File: config.mk
export PLATFORM = sky130hd
export DESIGN_NAME = drum_step_sequencer
export DESIGN_NICKNAME = d
export VERILOG_FILES = /design/src/sv/dss_pkg.sv /design/src/sv/dss_mod.sv /design/src/sv/drum_step_sequencer.sv
export SDC_FILE = /design/constraint.sdc
export NUM_CORES = 2
export LEC_CHECK = 0
export BUFFER_PORTS_ARGS = -buffer_cell sky130_fd_sc_hd__buf_2
export CAP_MARGIN = 20
export CELL_PAD_IN_SITES_DETAIL_PLACEMENT = 1
export CELL_PAD_IN_SITES_GLOBAL_PLACEMENT = 1
export CORE_ASPECT_RATIO = 1.4
export CORE_UTILIZATION = 52
export CTS_CLUSTER_SIZE = 30
export DETAILED_ROUTE_END_ITERATION = 12
export GPL_TIMING_DRIVEN = 0
export HOLD_SLACK_MARGIN = 0.03
export PLACE_DENSITY_LB_ADDON = 0.1
export SETUP_SLACK_MARGIN = 0.3
export SYNTH_ARGS = -nofsm -noshare
export SYNTH_HDL_FRONTEND = slang
export SYNTH_SLANG_ARGS = --single-unit
File: constraint.sdc
create_clock -name clk -period 11.7 [get_ports clk]
set_input_delay 0 -clock clk [delete_from_list [all_inputs] [get_ports clk]]
set_output_delay 0 -clock clk [all_outputs]
set_load 0.01 [all_outputs]
File: src/sv/dss_pkg.sv
// Shared types and constants for the drum step sequencer.
`default_nettype none
package dss_pkg;
  localparam logic [2:0] REQ_STEP    = 3'd0;
  localparam logic [2:0] REQ_CLOCK   = 3'd1;
  localparam logic [2:0] REQ_REST    = 3'd2;
  localparam logic [2:0] REQ_ACCENT  = 3'd3;
  localparam logic [2:0] REQ_NOTE    = 3'd4;
  localparam logic [2:0] REQ_SHIFT   = 3'd5;
  localparam logic [2:0] REQ_RELEASE = 3'd6;

  localparam logic [2:0] REG_GATE   = 3'd0;
  localparam logic [2:0] REG_NVEL   = 3'd1;
  localparam logic [2:0] REG_AVEL   = 3'd2;
  localparam logic [2:0] REG_TLEN   = 3'd3;
  localparam logic [2:0] REG_TOFF   = 3'd4;
  localparam logic [2:0] REG_MUTE   = 3'd5;

  localparam logic [7:0] GATE_IDLE = 8'hFF;
  localparam logic [6:0] NOTE_BASE = 7'd36;

  typedef enum logic [4:0] {
    ST_IDLE  = 5'b00001,
    ST_POS   = 5'b00010,
    ST_READ  = 5'b00100,
    ST_VOICE = 5'b01000,
    ST_NEXT  = 5'b10000
  } state_t;

  typedef struct packed {
    logic       start;
    logic [6:0] len;
    logic [37:0] dividend;
  } mod_req_t;
endpackage
`default_nettype wire

File: src/sv/dss_mod.sv
// Iterative restoring modulo unit, one quotient bit per cycle.
`default_nettype none
module dss_mod
  import dss_pkg::*;
(
  input  wire logic       clk,
  input  wire logic       rst_n,
  input  wire mod_req_t   req,
  output logic            done,
  output logic [6:0]      rem
);
  logic [37:0] dv_r, dv_nxt;
  logic [6:0]  rm_r, rm_nxt;
  logic [6:0]  ln_r;
  logic [5:0]  cnt_r, cnt_nxt;
  logic        busy_r, busy_nxt, done_r;
  logic [7:0]  trial;

  assign trial = {rm_r, dv_r[37]};
  always_comb begin
    dv_nxt = dv_r; rm_nxt = rm_r; cnt_nxt = cnt_r; busy_nxt = busy_r;
    if (req.start) begin
      dv_nxt = req.dividend; rm_nxt = '0; cnt_nxt = 6'd38; busy_nxt = 1'b1;
    end else if (busy_r) begin
      dv_nxt = {dv_r[36:0], 1'b0};
      if (trial >= {1'b0, ln_r}) rm_nxt = 7'(trial - {1'b0, ln_r});
      else rm_nxt = trial[6:0];
      cnt_nxt = cnt_r - 6'd1;
      if (cnt_r == 6'd1) busy_nxt = 1'b0;
    end
  end

  always_ff @(posedge clk) begin
    if (!rst_n) begin
      busy_r <= 1'b0; done_r <= 1'b0; cnt_r <= '0;
    end else begin
      busy_r <= busy_nxt; cnt_r <= cnt_nxt;
      done_r <= busy_r && (cnt_r == 6'd1);
    end
    dv_r <= dv_nxt; rm_r <= rm_nxt;
    if (req.start) ln_r <= req.len;
  end
  assign done = done_r;
  assign rem  = rm_r;

`ifndef SYNTH
  a_len: assert property (@(posedge clk) disable iff (!rst_n)
    busy_r |-> ln_r != '0) else $error("zero modulus");
  a_done: assert property (@(posedge clk) disable iff (!rst_n)
    done |-> rem < ln_r) else $error("remainder too large");
  a_cnt: assert property (@(posedge clk) disable iff (!rst_n)
    req.start |=> busy_r) else $error("start lost");
`endif
endmodule
`default_nettype wire

File: src/sv/drum_step_sequencer.sv
// Top level: voice memories, register file and the request sequencer.
// Step tick: per unmuted track a modulo for the track position, then per voice a modulo for the step.
// Clock tick and release step each voice through READ, VOICE and NEXT; edits pass READ and VOICE.
// Events leave on out_valid for one cycle each; the receiver cannot stall.
// Reset is synchronous (rst_n low); voice state is restored by a sweep
// over all TRACKS*VOICES entries after reset, during which busy stays high.
`default_nettype none
module drum_step_sequencer
  import dss_pkg::*;
#(
  parameter int TRACKS = 2,
  parameter int VOICES = 16,
  parameter int STEPS  = 16
) (
  input  wire logic        clk,
  input  wire logic        rst_n,
  input  wire logic        start,
  output logic             busy,
  input  wire logic [2:0]  in_req_type,
  input  wire logic [31:0] in_tick,
  input  wire logic        in_track_sel,
  input  wire logic        in_all_tracks,
  input  wire logic [3:0]  in_voice_sel,
  input  wire logic [3:0]  in_step_index,
  input  wire logic        in_bit_value,
  input  wire logic [6:0]  in_note_value,
  input  wire logic [3:0]  in_voice_offset,
  input  wire logic [4:0]  in_voice_length,
  output logic             out_valid,
  output logic             out_event_kind,
  output logic [6:0]       out_note,
  output logic [6:0]       out_velocity,
  output logic [3:0]       out_channel,
  output logic             out_last,
  input  wire logic        psel,
  input  wire logic        penable,
  input  wire logic        pwrite,
  input  wire logic [4:0]  paddr,
  input  wire logic [31:0] pwdata,
  output logic [31:0]      prdata,
  output logic             pready
);
  localparam int TW = (TRACKS > 1) ? $clog2(TRACKS) : 1;
  localparam int VW = (VOICES > 1) ? $clog2(VOICES) : 1;
  localparam int AW = TW + VW;
  localparam int NV = TRACKS * VOICES;
  localparam int SW = $clog2(STEPS);

  // configuration
  logic [6:0] gate_len_r, nvel_r, avel_r;
  logic [4:0] tlen_r;
  logic [3:0] toff_r;
  logic [1:0] mute_r;
  logic       cfg_wr;
  logic [2:0] cfg_idx;
  assign pready  = 1'b1;
  assign cfg_idx = paddr[4:2];
  assign cfg_wr  = psel && penable && pwrite && pready;
  always_ff @(posedge clk) begin
    if (!rst_n) begin
      gate_len_r <= 7'd5; nvel_r <= 7'd100; avel_r <= 7'd127;
      tlen_r <= 5'd16; toff_r <= '0; mute_r <= '0;
    end else if (cfg_wr && paddr[1:0] == 2'b00) begin
      case (cfg_idx)
        REG_GATE: gate_len_r <= pwdata[6:0];
        REG_NVEL: nvel_r     <= pwdata[6:0];
        REG_AVEL: avel_r     <= pwdata[6:0];
        REG_TLEN: tlen_r     <= pwdata[4:0];
        REG_TOFF: toff_r     <= pwdata[3:0];
        REG_MUTE: mute_r     <= pwdata[1:0];
        default: ;
      endcase
    end
  end
  always_comb begin
    case (cfg_idx)
      REG_GATE: prdata = {25'd0, gate_len_r};
      REG_NVEL: prdata = {25'd0, nvel_r};
      REG_AVEL: prdata = {25'd0, avel_r};
      REG_TLEN: prdata = {27'd0, tlen_r};
      REG_TOFF: prdata = {28'd0, toff_r};
      REG_MUTE: prdata = {30'd0, mute_r};
      default:  prdata = '0;
    endcase
  end

  // voice memory: {step, accent, note, shift, length, gate}
  localparam int MW = STEPS + STEPS + 7 + 4 + 5 + 8;
  logic [MW-1:0] mem [NV];
  logic [MW-1:0] rd_r, wr_data;
  logic [AW-1:0] rd_addr, wr_addr;
  logic          wr_en;
  always_ff @(posedge clk) begin
    if (wr_en) mem[wr_addr] <= wr_data;
    rd_r <= mem[rd_addr];
  end
  logic [STEPS-1:0] m_step, m_acc;
  logic [6:0] m_note;
  logic [3:0] m_shift;
  logic [4:0] m_len;
  logic [7:0] m_gate;
  assign {m_step, m_acc, m_note, m_shift, m_len, m_gate} = rd_r;

  function automatic logic [6:0] clamp(input logic [4:0] l);
    if (l == 5'd0) return 7'd1;
    if (32'(l) > STEPS) return 7'(STEPS);
    return {2'b00, l};
  endfunction

  function automatic logic [STEPS-1:0] reset_steps();
    logic [STEPS-1:0] s;
    s = '0;
    for (int j = 0; j < STEPS; j += 4) s[j] = 1'b1;
    return s;
  endfunction

  state_t st_r, st_nxt;
  mod_req_t mreq;
  logic mdone;
  logic [6:0] mrem;
  dss_mod u_mod (.clk, .rst_n, .req(mreq), .done(mdone), .rem(mrem));

  logic [2:0]  req_r;
  logic [31:0] tick_r;
  logic        ts_r, all_r, bv_r;
  logic [3:0]  vs_r, si_r, vo_r;
  logic [6:0]  nv_r;
  logic [4:0]  vl_r;
  logic [TW-1:0] t_r, t_nxt;
  logic [VW-1:0] v_r, v_nxt;
  logic [AW:0] clr_r;
  logic        clearing;
  logic [6:0]  pos_r;
  logic        phase_r, phase_nxt;
  logic        pend_r, pend_nxt;
  logic [6:0]  pnote_r, pvel_r, pnote_nxt, pvel_nxt;
  logic        pkind_r, pkind_nxt;
  logic [3:0]  pch_r, pch_nxt;
  logic        sel_ok, lastv, lastt, trk_en;

  assign clearing = (clr_r != NV[AW:0]);
  assign busy     = (st_r != ST_IDLE) || clearing;
  assign sel_ok   = (32'(ts_r) < TRACKS) && (32'(vs_r) < VOICES);
  assign lastv    = (32'(v_r) == VOICES - 1);
  assign lastt    = (32'(t_r) == TRACKS - 1);
  assign trk_en   = (req_r == REQ_STEP) ? !(32'(t_r) < 2 && mute_r[t_r[0]] &&
                    (TW == 1 || t_r < TW'(2)))
                  : (all_r || 32'(t_r) == 32'(ts_r));

  always_ff @(posedge clk) begin
    if (start && !busy) begin
      req_r <= in_req_type; tick_r <= in_tick; ts_r <= in_track_sel;
      all_r <= in_all_tracks; vs_r <= in_voice_sel; si_r <= in_step_index;
      bv_r <= in_bit_value; nv_r <= in_note_value; vo_r <= in_voice_offset;
      vl_r <= in_voice_length;
    end
  end

  logic [AW-1:0] cur_addr;
  assign cur_addr = (req_r == REQ_STEP || req_r == REQ_CLOCK ||
                     req_r == REQ_RELEASE) ? {t_r, v_r} : {TW'(ts_r), VW'(vs_r)};

  always_comb begin
    st_nxt = st_r; t_nxt = t_r; v_nxt = v_r; phase_nxt = phase_r;
    pend_nxt = 1'b0; pnote_nxt = pnote_r; pvel_nxt = pvel_r;
    pkind_nxt = pkind_r; pch_nxt = pch_r;
    mreq = '0; wr_en = 1'b0; wr_addr = cur_addr; wr_data = rd_r;
    rd_addr = cur_addr;
    if (clearing) begin
      wr_en = 1'b1; wr_addr = clr_r[AW-1:0];
      wr_data = {(clr_r[VW-1:0] == '0) ? reset_steps() : {STEPS{1'b0}},
                 {STEPS{1'b0}}, 7'(NOTE_BASE + 7'(clr_r[VW-1:0])), 4'd0,
                 5'(STEPS), GATE_IDLE};
    end
    case (st_r)
      ST_IDLE: begin
        if (start && !busy) begin
          t_nxt = '0; v_nxt = '0; phase_nxt = 1'b0;
          st_nxt = (in_req_type == REQ_STEP) ? ST_POS : ST_READ;
        end
      end
      ST_POS: begin
        if (!trk_en) begin
          st_nxt = ST_NEXT; v_nxt = VW'(VOICES - 1);
        end else if (!phase_r) begin
          mreq.start = 1'b1; mreq.len = clamp(tlen_r);
          mreq.dividend = {6'd0, 32'(tick_r + 32'(toff_r))};
          phase_nxt = 1'b1;
        end else if (mdone) begin
          phase_nxt = 1'b0; st_nxt = ST_READ;
        end
      end
      ST_READ: begin
        if (req_r == REQ_STEP || req_r == REQ_CLOCK || req_r == REQ_RELEASE ||
            sel_ok) st_nxt = ST_VOICE;
        else st_nxt = ST_IDLE;
        if (req_r == REQ_RELEASE && !trk_en) begin
          st_nxt = ST_NEXT; v_nxt = VW'(VOICES - 1);
        end
      end
      ST_VOICE: begin
        pch_nxt = 4'(32'(t_r) + TRACKS);
        pnote_nxt = m_note;
        case (req_r)
          REQ_STEP: begin
            if (!phase_r) begin
              mreq.start = 1'b1; mreq.len = clamp(m_len);
              mreq.dividend = {31'd0, 7'(pos_r + 7'(m_shift))};
              phase_nxt = 1'b1;
            end else if (mdone) begin
              phase_nxt = 1'b0; st_nxt = ST_NEXT;
              if (m_step[mrem[SW-1:0]]) begin
                pend_nxt = 1'b1; pkind_nxt = 1'b0;
                pvel_nxt = m_acc[mrem[SW-1:0]] ? avel_r : nvel_r;
                wr_en = 1'b1; wr_data = {m_step, m_acc, m_note, m_shift, m_len,
                                         {1'b0, gate_len_r}};
              end
            end
          end
          REQ_CLOCK: begin
            st_nxt = ST_NEXT;
            if (m_gate != GATE_IDLE) begin
              wr_en = 1'b1;
              wr_data = {m_step, m_acc, m_note, m_shift, m_len,
                         (m_gate == 8'd1) ? GATE_IDLE : 8'(m_gate - 8'd1)};
              if (m_gate == 8'd1) begin
                pend_nxt = 1'b1; pkind_nxt = 1'b1; pvel_nxt = '0;
              end
            end
          end
          REQ_RELEASE: begin
            st_nxt = ST_NEXT; pend_nxt = 1'b1; pkind_nxt = 1'b1; pvel_nxt = '0;
            wr_en = 1'b1;
            wr_data = {m_step, m_acc, m_note, m_shift, m_len, GATE_IDLE};
          end
          REQ_REST, REQ_ACCENT: begin
            st_nxt = ST_IDLE;
            if (32'(si_r) < STEPS) begin
              wr_en = 1'b1;
              wr_data = rd_r;
              if (req_r == REQ_REST) wr_data[MW-1-(STEPS-1-32'(si_r))] = !bv_r;
              else wr_data[MW-STEPS-1-(STEPS-1-32'(si_r))] = bv_r;
            end
          end
          REQ_NOTE: begin
            st_nxt = ST_IDLE; wr_en = 1'b1;
            wr_data = {m_step, m_acc, nv_r, m_shift, m_len, m_gate};
          end
          REQ_SHIFT: begin
            st_nxt = ST_IDLE; wr_en = 1'b1;
            wr_data = {m_step, m_acc, m_note, vo_r, vl_r, m_gate};
          end
          default: st_nxt = ST_IDLE;
        endcase
      end
      ST_NEXT: begin
        if (!lastv) begin
          v_nxt = v_r + VW'(1); st_nxt = ST_READ;
        end else if (!lastt) begin
          v_nxt = '0; t_nxt = t_r + TW'(1);
          st_nxt = (req_r == REQ_STEP) ? ST_POS : ST_READ;
        end else st_nxt = ST_IDLE;
      end
      default: st_nxt = ST_IDLE;
    endcase
  end

  always_ff @(posedge clk) begin
    if (!rst_n) begin
      st_r <= ST_IDLE; clr_r <= '0; pend_r <= 1'b0; phase_r <= 1'b0;
      out_valid <= 1'b0; t_r <= '0; v_r <= '0;
    end else begin
      st_r <= st_nxt; t_r <= t_nxt; v_r <= v_nxt; phase_r <= phase_nxt;
      if (clearing) clr_r <= clr_r + (AW+1)'(1);
      // hold one word back so the final one can carry last
      if (pend_nxt) pend_r <= 1'b1;
      else if (st_r != ST_IDLE && st_nxt == ST_IDLE) pend_r <= 1'b0;
      out_valid <= pend_r && (pend_nxt || (st_r != ST_IDLE && st_nxt == ST_IDLE));
    end
    if (st_r == ST_POS && mdone) pos_r <= mrem;
    if (pend_nxt || (st_r != ST_IDLE && st_nxt == ST_IDLE)) begin
      out_event_kind <= pkind_r; out_note <= pnote_r; out_velocity <= pvel_r;
      out_channel <= pch_r; out_last <= !pend_nxt;
    end
    if (pend_nxt) begin
      pkind_r <= pkind_nxt; pnote_r <= pnote_nxt; pvel_r <= pvel_nxt;
      pch_r <= pch_nxt;
    end
  end

`ifndef SYNTH
  a_busy: assert property (@(posedge clk) disable iff (!rst_n)
    (start && !busy) |=> busy) else $error("accept without busy");
  a_clear: assert property (@(posedge clk) disable iff (!rst_n)
    clearing |-> st_r == ST_IDLE) else $error("work during sweep");
  a_idle_out: assert property (@(posedge clk) disable iff (!rst_n)
    (st_r == ST_IDLE && $past(st_r) == ST_IDLE) |-> !out_valid)
    else $error("word while idle");
`endif
endmodule
`default_nettype wire

After elaboration in Yosys (flattened, before gate mapping) --
Memories as Yosys holds them, arrays and structs flattened. A register that Yosys moved wholly into a read port is not among the register bits. Cells that the tools add are included.
Operators by class: reduce and logical (&&, ||, !) cells 49, $lt $le $gt $ge 9, add/subtract/negate cells 13, mux-type cells 124, equal/unequal tests 36, bitwise gates (word level) 1
Operators by type and width (count):
- 56-bit 2-to-1 mux | 7
- 56-bit one-hot mux with 6 select lines | 1
- 46-bit 2-to-1 mux | 4
- 56-bit bitwise mux | 2
- 7-bit 2-to-1 mux | 15
- 46-bit one-hot mux with 2 select lines | 1
- 38-bit 2-to-1 mux | 2
- 32-bit by 1-bit greater-or-equal comparator with 1-bit output (second input constant) | 2
- 32-bit by 7-bit < comparator with 1-bit output (second input constant) | 2
- 1-bit 2-to-1 mux | 56
- 5-bit 2-to-1 mux | 9
- 7-bit one-hot mux with 6 select lines | 1
- 32-bit by 4-bit adder with 32-bit output | 1
- 6-bit by 32-bit subtractor with 32-bit output (first input constant) | 1
- 5-bit one-hot mux with 5 select lines | 1
- 7-bit one-hot mux with 3 select lines | 1
- 4-bit 2-to-1 mux | 5
- 4-bit one-hot mux with 4 select lines | 1
- 3-bit == test (second input constant) | 5
- 2-bit != test (second input constant) | 7
- 2-bit AND reduction | 7
- 13-bit 2-to-1 mux | 1
- 1-bit demux with 6-bit select | 2
- 3-bit by 2-bit == test with 1-bit output (second input constant) | 4
- other kinds (54) | 94
Word-level totals: flip-flop bits (word level) 219, bits in writable memories 1792, word-level logic and storage cells 273, input bits 105, memories 1, output and inout port bits 55
Memories:
- mem | words 32, bits a word 56, read ports 1, clocked after Yosys merged registers in 1, wr ports 1, line drum_step_sequencer.sv:89 | logic [MW-1:0] mem [NV];

Logic depth before layout (Yosys ltp) --
depth in word-level cells 16, depth in mapped cells 11, depth with buffers taken out 9

By module --
A second synthesis with hierarchy kept.
Second synthesis, totals: cells, all modules 6267, area, all modules 86135.1 um^2
Modules (own cells, without submodules):
- drum_step_sequencer | area an instance 83196.0 um^2, cells each 6035, instances 1, sequential area each 59016.6 um^2
- dss_mod | area an instance 2939.1 um^2, cells each 232, instances 1, sequential area each 1651.6 um^2

Worst setup path before layout --
OpenSTA, ideal clock, no wires.
path type register -> register, start reg req_r[2], end mem mem[4][0] (netlist bit), enable pin, cell stages (with the launch flop) 10, data arrival time 7.465 ns, path buffers 3, setup slack 3.627 ns, required time 11.092 ns, clock period less this slack 8.073 ns, library setup time 0.608 ns, path through edfxtp_1 and3b_1 buf_2 o311ai_1 buf_2 buf_2 nand2_1 o32ai_1 nand2_1 nor4_1
On the way: cells in the longest elaborated chain, start to end 6, elaborated cells on any way between the ends 16, classes of those cells 6 x eq/ne; 6 x mux; 4 x reduce/logical
Ends and longest elaborated chain:
- start: declaration | line drum_step_sequencer.sv:123 | logic [2:0] req_r;
- start signal: assignment | line drum_step_sequencer.sv:152 | req_r <= in_req_type; tick_r <= in_tick; ts_r <= in_track_sel;
- 3-bit == test (tied with other cells) | line drum_step_sequencer.sv:161, drum_step_sequencer.sv:204
- 5-bit OR reduction (no line)
- 1-bit one-hot mux with 3 select lines | line drum_step_sequencer.sv:204 | case (req_r)
- 1-bit 2-to-1 mux | line drum_step_sequencer.sv:175 | case (st_r)
- 1-bit 2-to-1 mux | line drum_step_sequencer.sv:94 | if (wr_en) mem[wr_addr] <= wr_data;
- 1-bit 2-to-1 mux (implied by the code) | line drum_step_sequencer.sv:94
- end: declaration | line drum_step_sequencer.sv:89
Parallel ways exist; a longest one is shown, timed or not.

Final worst setup path --
start reg req_r[2], end mem mem[0][33] (netlist bit), enable pin
The elaborated chain is that of the path after synthesis.

==> flow_summary.yaml <==
hold_path:
  hp-start: "rst_n"
  hold_end: "phase_r"
  hp-class: "in -> reg"
  hold_depth: 4
yosys:
  synth_top_area_share_pct: 70.8
  synth_warnings: 0
  yosys-top-cells-area: "edfxtp_1 (71%), nand2_1 (8.7%), nand3_1 (4.7%)"
  syn_inst: 6538
  yosysTopAreaCell: "edfxtp_1"
  synthArstFlopShare_pct: 0
  yosysSeqAreaShare_pct: 73.8
  synth.distinct_cells: 82
  synth_top_cells_by_count: "edfxtp_1 (1937), nand2_1 (1911), nand3_1 (773)"
  synth_edf_count: 1937
  syn_avg_cell_area_sq_um: 12.6
  yosys.cell_count.top_type: "edfxtp_1"
  synth_ff_type: "edfxtp_1"
  ys_ff_latch: 2059
  synth_area_sq_um: 82200
placement:
  portBuffers: 104
  place_area_sq_um: 89100
  gp_congestion: 0.944
  dp_hpwl_um: 214000
  detailedPlace.worstSlack_ns: 6.01
  post-place-cells: 9019
die:
  coreArea_sq_um: 157000
  start_util_pct: 52.4
  io_pins: 160
  die_w_um: 338
  die_y_um: 472
  num_rows: 172
  die_area_sq_um: 160000
pwr:
  finalPower_mw: 15.0
  irDropWorstVdd_v: 0.000172
  pwr_density_cell_nw_per_um2: 154
  p_leak_nw: 33.3
cts:
  post-cts-setup-buffer-count: 0
  clk_pin_slew_ns: 0.07
  cts_resized: 0
  cts_tree: "built"
  clkLatencyLatePin_ns: 0.89
  holdBufCountCts: 156
  clkSinkCount: 2059
  root_buffer: "clkbuf_16"
  ctsHtreeMaxLevel: 4
  clockBufferDepth: 3
  cts_made_buffers: 195
drt:
  vias: 61100
  final_antenna_net_count: 0
  via_per_inst: 6.38
  drt_iter0_markers: 6885
  firstDrtPassIters: 6
  drt_wl_total_um: 312000
  route.detailed.drc: 0
  wl_per_cell_um: 32.5
setup_path:
  r2r_start: "req_r[2]"
  critical_path_class: "reg -> reg"
  worst_path_dominant_cell_family: "buffers and inverters"
  crit_chain: "and3b_1 > buf_2 > o311ai_1 > buf_2 > buf_2 > nand2_1 > o32ai_1 > nand2_1 > nor4_2 > buf_4 > buf_4 > buf_4 > buf_4 > buf_4"
  critical_path_depth: 14
  worstReg2RegEnd: "mem[0][33]"
  crit_top_cell: "buf_4"
  cp.required_ns: 12.27
  cp_slowest_stage_delay_ns: 0.75
  arrival_ns: 6.50
  endpoint_kind: "flop"
  reg2reg_depth: 14
  critPathLaunchType: "flop"
  rrSetupSlack_ns: 5.77
  path_max_fanout: 10
  cp_slowest_cell: "buf_2"
  critPathBufInv: 8
timing:
  worstMarginPinSlew_ns: 1.16
  drv_slew: 0
  hold_slack_ns: 0.127
  fin_crit_ns: 5.93
  max_slew_margin_pct: 23.0
  finClkSkew_ns: 0.0360
  grt_setup_unrepaired: "false"
  final-setup-viol-count: 0
  fin_setup_tns_ns: 0
  max_freq_ghz: 0.169
  fin_ws_ns: 5.77
  hold_violations: 0
  period_share_pct: 50.6
outcome:
  outcome: "finished, final reports clean"
finish:
  final_net_count: 7423
  syn_to_final_growth_pct: 18.6
  final_util_pct: 62.1
  drive_gt1_share_pct: 11.7
  nFillCells: 15300
  final_cells: 9580
  fin_area_sq_um: 97500
global_routing:
  grt_pass1_wl_um: 439000
  antenna_found_initial: 26
  overflow: 0
  grt_use_total_pct: 39.0
  grt_max_degree: 65
  grt_pass1_vias: 63400
run:
  cap_violations: 0
==> registers in the layout, summed over array words and instances, names as in the netlist, 32 cells and up <==
register    count
rd_r           56
u_mod.dv_r     38
mem          1792
tick_r         32
==> power by group <==
group	internal [mW]	switching, mW
sequential	8.06	0.0288
clock	3.71	2.91
combinational	0.129	0.214
==> tightest hold or removal path, cell delays in order <==
cell	delay, ns
dlygate4sd3_1	0.53
buf_2	0.15
clkinv_1	0.21
a21oi_1	0.06
==> area by class of cell <==
class / count / area (sq um) / share of cell area, %
flip-flops and latches: 2059 / 60600 / 62.2
well taps: 2088 / 2610 / 2.68
inverters: 59 / 224 / 0.230
repair buffers: 530 / 5310 / 5.45
clock buffers: 254 / 5310 / 5.44
clock inverters: 112 / 1280 / 1.31
plain buffers: 439 / 1840 / 1.89
diodes: 31 / 77.6 / 0.0796
multi-input cells: 4008 / 20200 / 20.8
==> layout by cell type, fill, tap and decap left out, types with 19 or more instances in the layout <==
cell           Yosys  routed
buf_8              0      43
buf_12             0      36
mux2i_1           26      26
o22ai_2            0      21
ha_1              23      23
buf_1             38      38
clkbuf_1         329     352
nor3_1            30      30
o21ai_0           72      67
buf_2             41     146
clkbuf_2           0      20
xnor2_1           30      30
clkinv_2           0      34
conb_1             2      29
dfxtp_1          122     122
dlygate4sd3_1      0     156
diode_2            0      31
a21oi_1          122     120
edfxtp_1        1937    1937
bufinv_16          0      22
buf_4             30     192
inv_1             58      57
buf_16             0      20
nand4_1          288     288
nand3_1          773     773
and3_1            19      19
nor2_1           114      97
clkbuf_16          0     199
a31oi_1          245     244
clkinv_1           1      30
nand2_1         1911    1911
==> metal layers <==
layer | track usage, % | up-vias | part of all wire (%)
li1 | - | 25500 | -
met1 | 45.9 | 31100 | 35
met2 | 64.9 | 3501 | 49
met3 | 7.02 | 967 | 8.4
met4 | 26.6 | 8 | 7.5
met5 | 0 | - | 0.015
==> worst max-delay path by stage <==
stage,startpoint,endpoint,slack (ns)
final,req_r[2],mem[0][33],5.77
after CTS,req_r[2],mem[0][33],5.96
after floorplan,req_r[2],mem[4][0],3.63
after detailed placement,req_r[2],mem[1][50],6.01
after global routing,req_r[2],mem[0][33],5.72
after global placement,req_r[2],mem[13][53],-5.21
==> logic make-up after synthesis <==
| group | synth area share, % |
|---|---|
| compound gates | 4.61 |
| xor+xnor | 0.490 |
| fa+ha+maj | 0.423 |
| buf+inv | 2.48 |
| flops | 73.8 |
| mux | 0.591 |
| other cells | 0.00914 |
| simple gates | 17.6 |
Note: power is estimated with default switching activity, not from simulation.
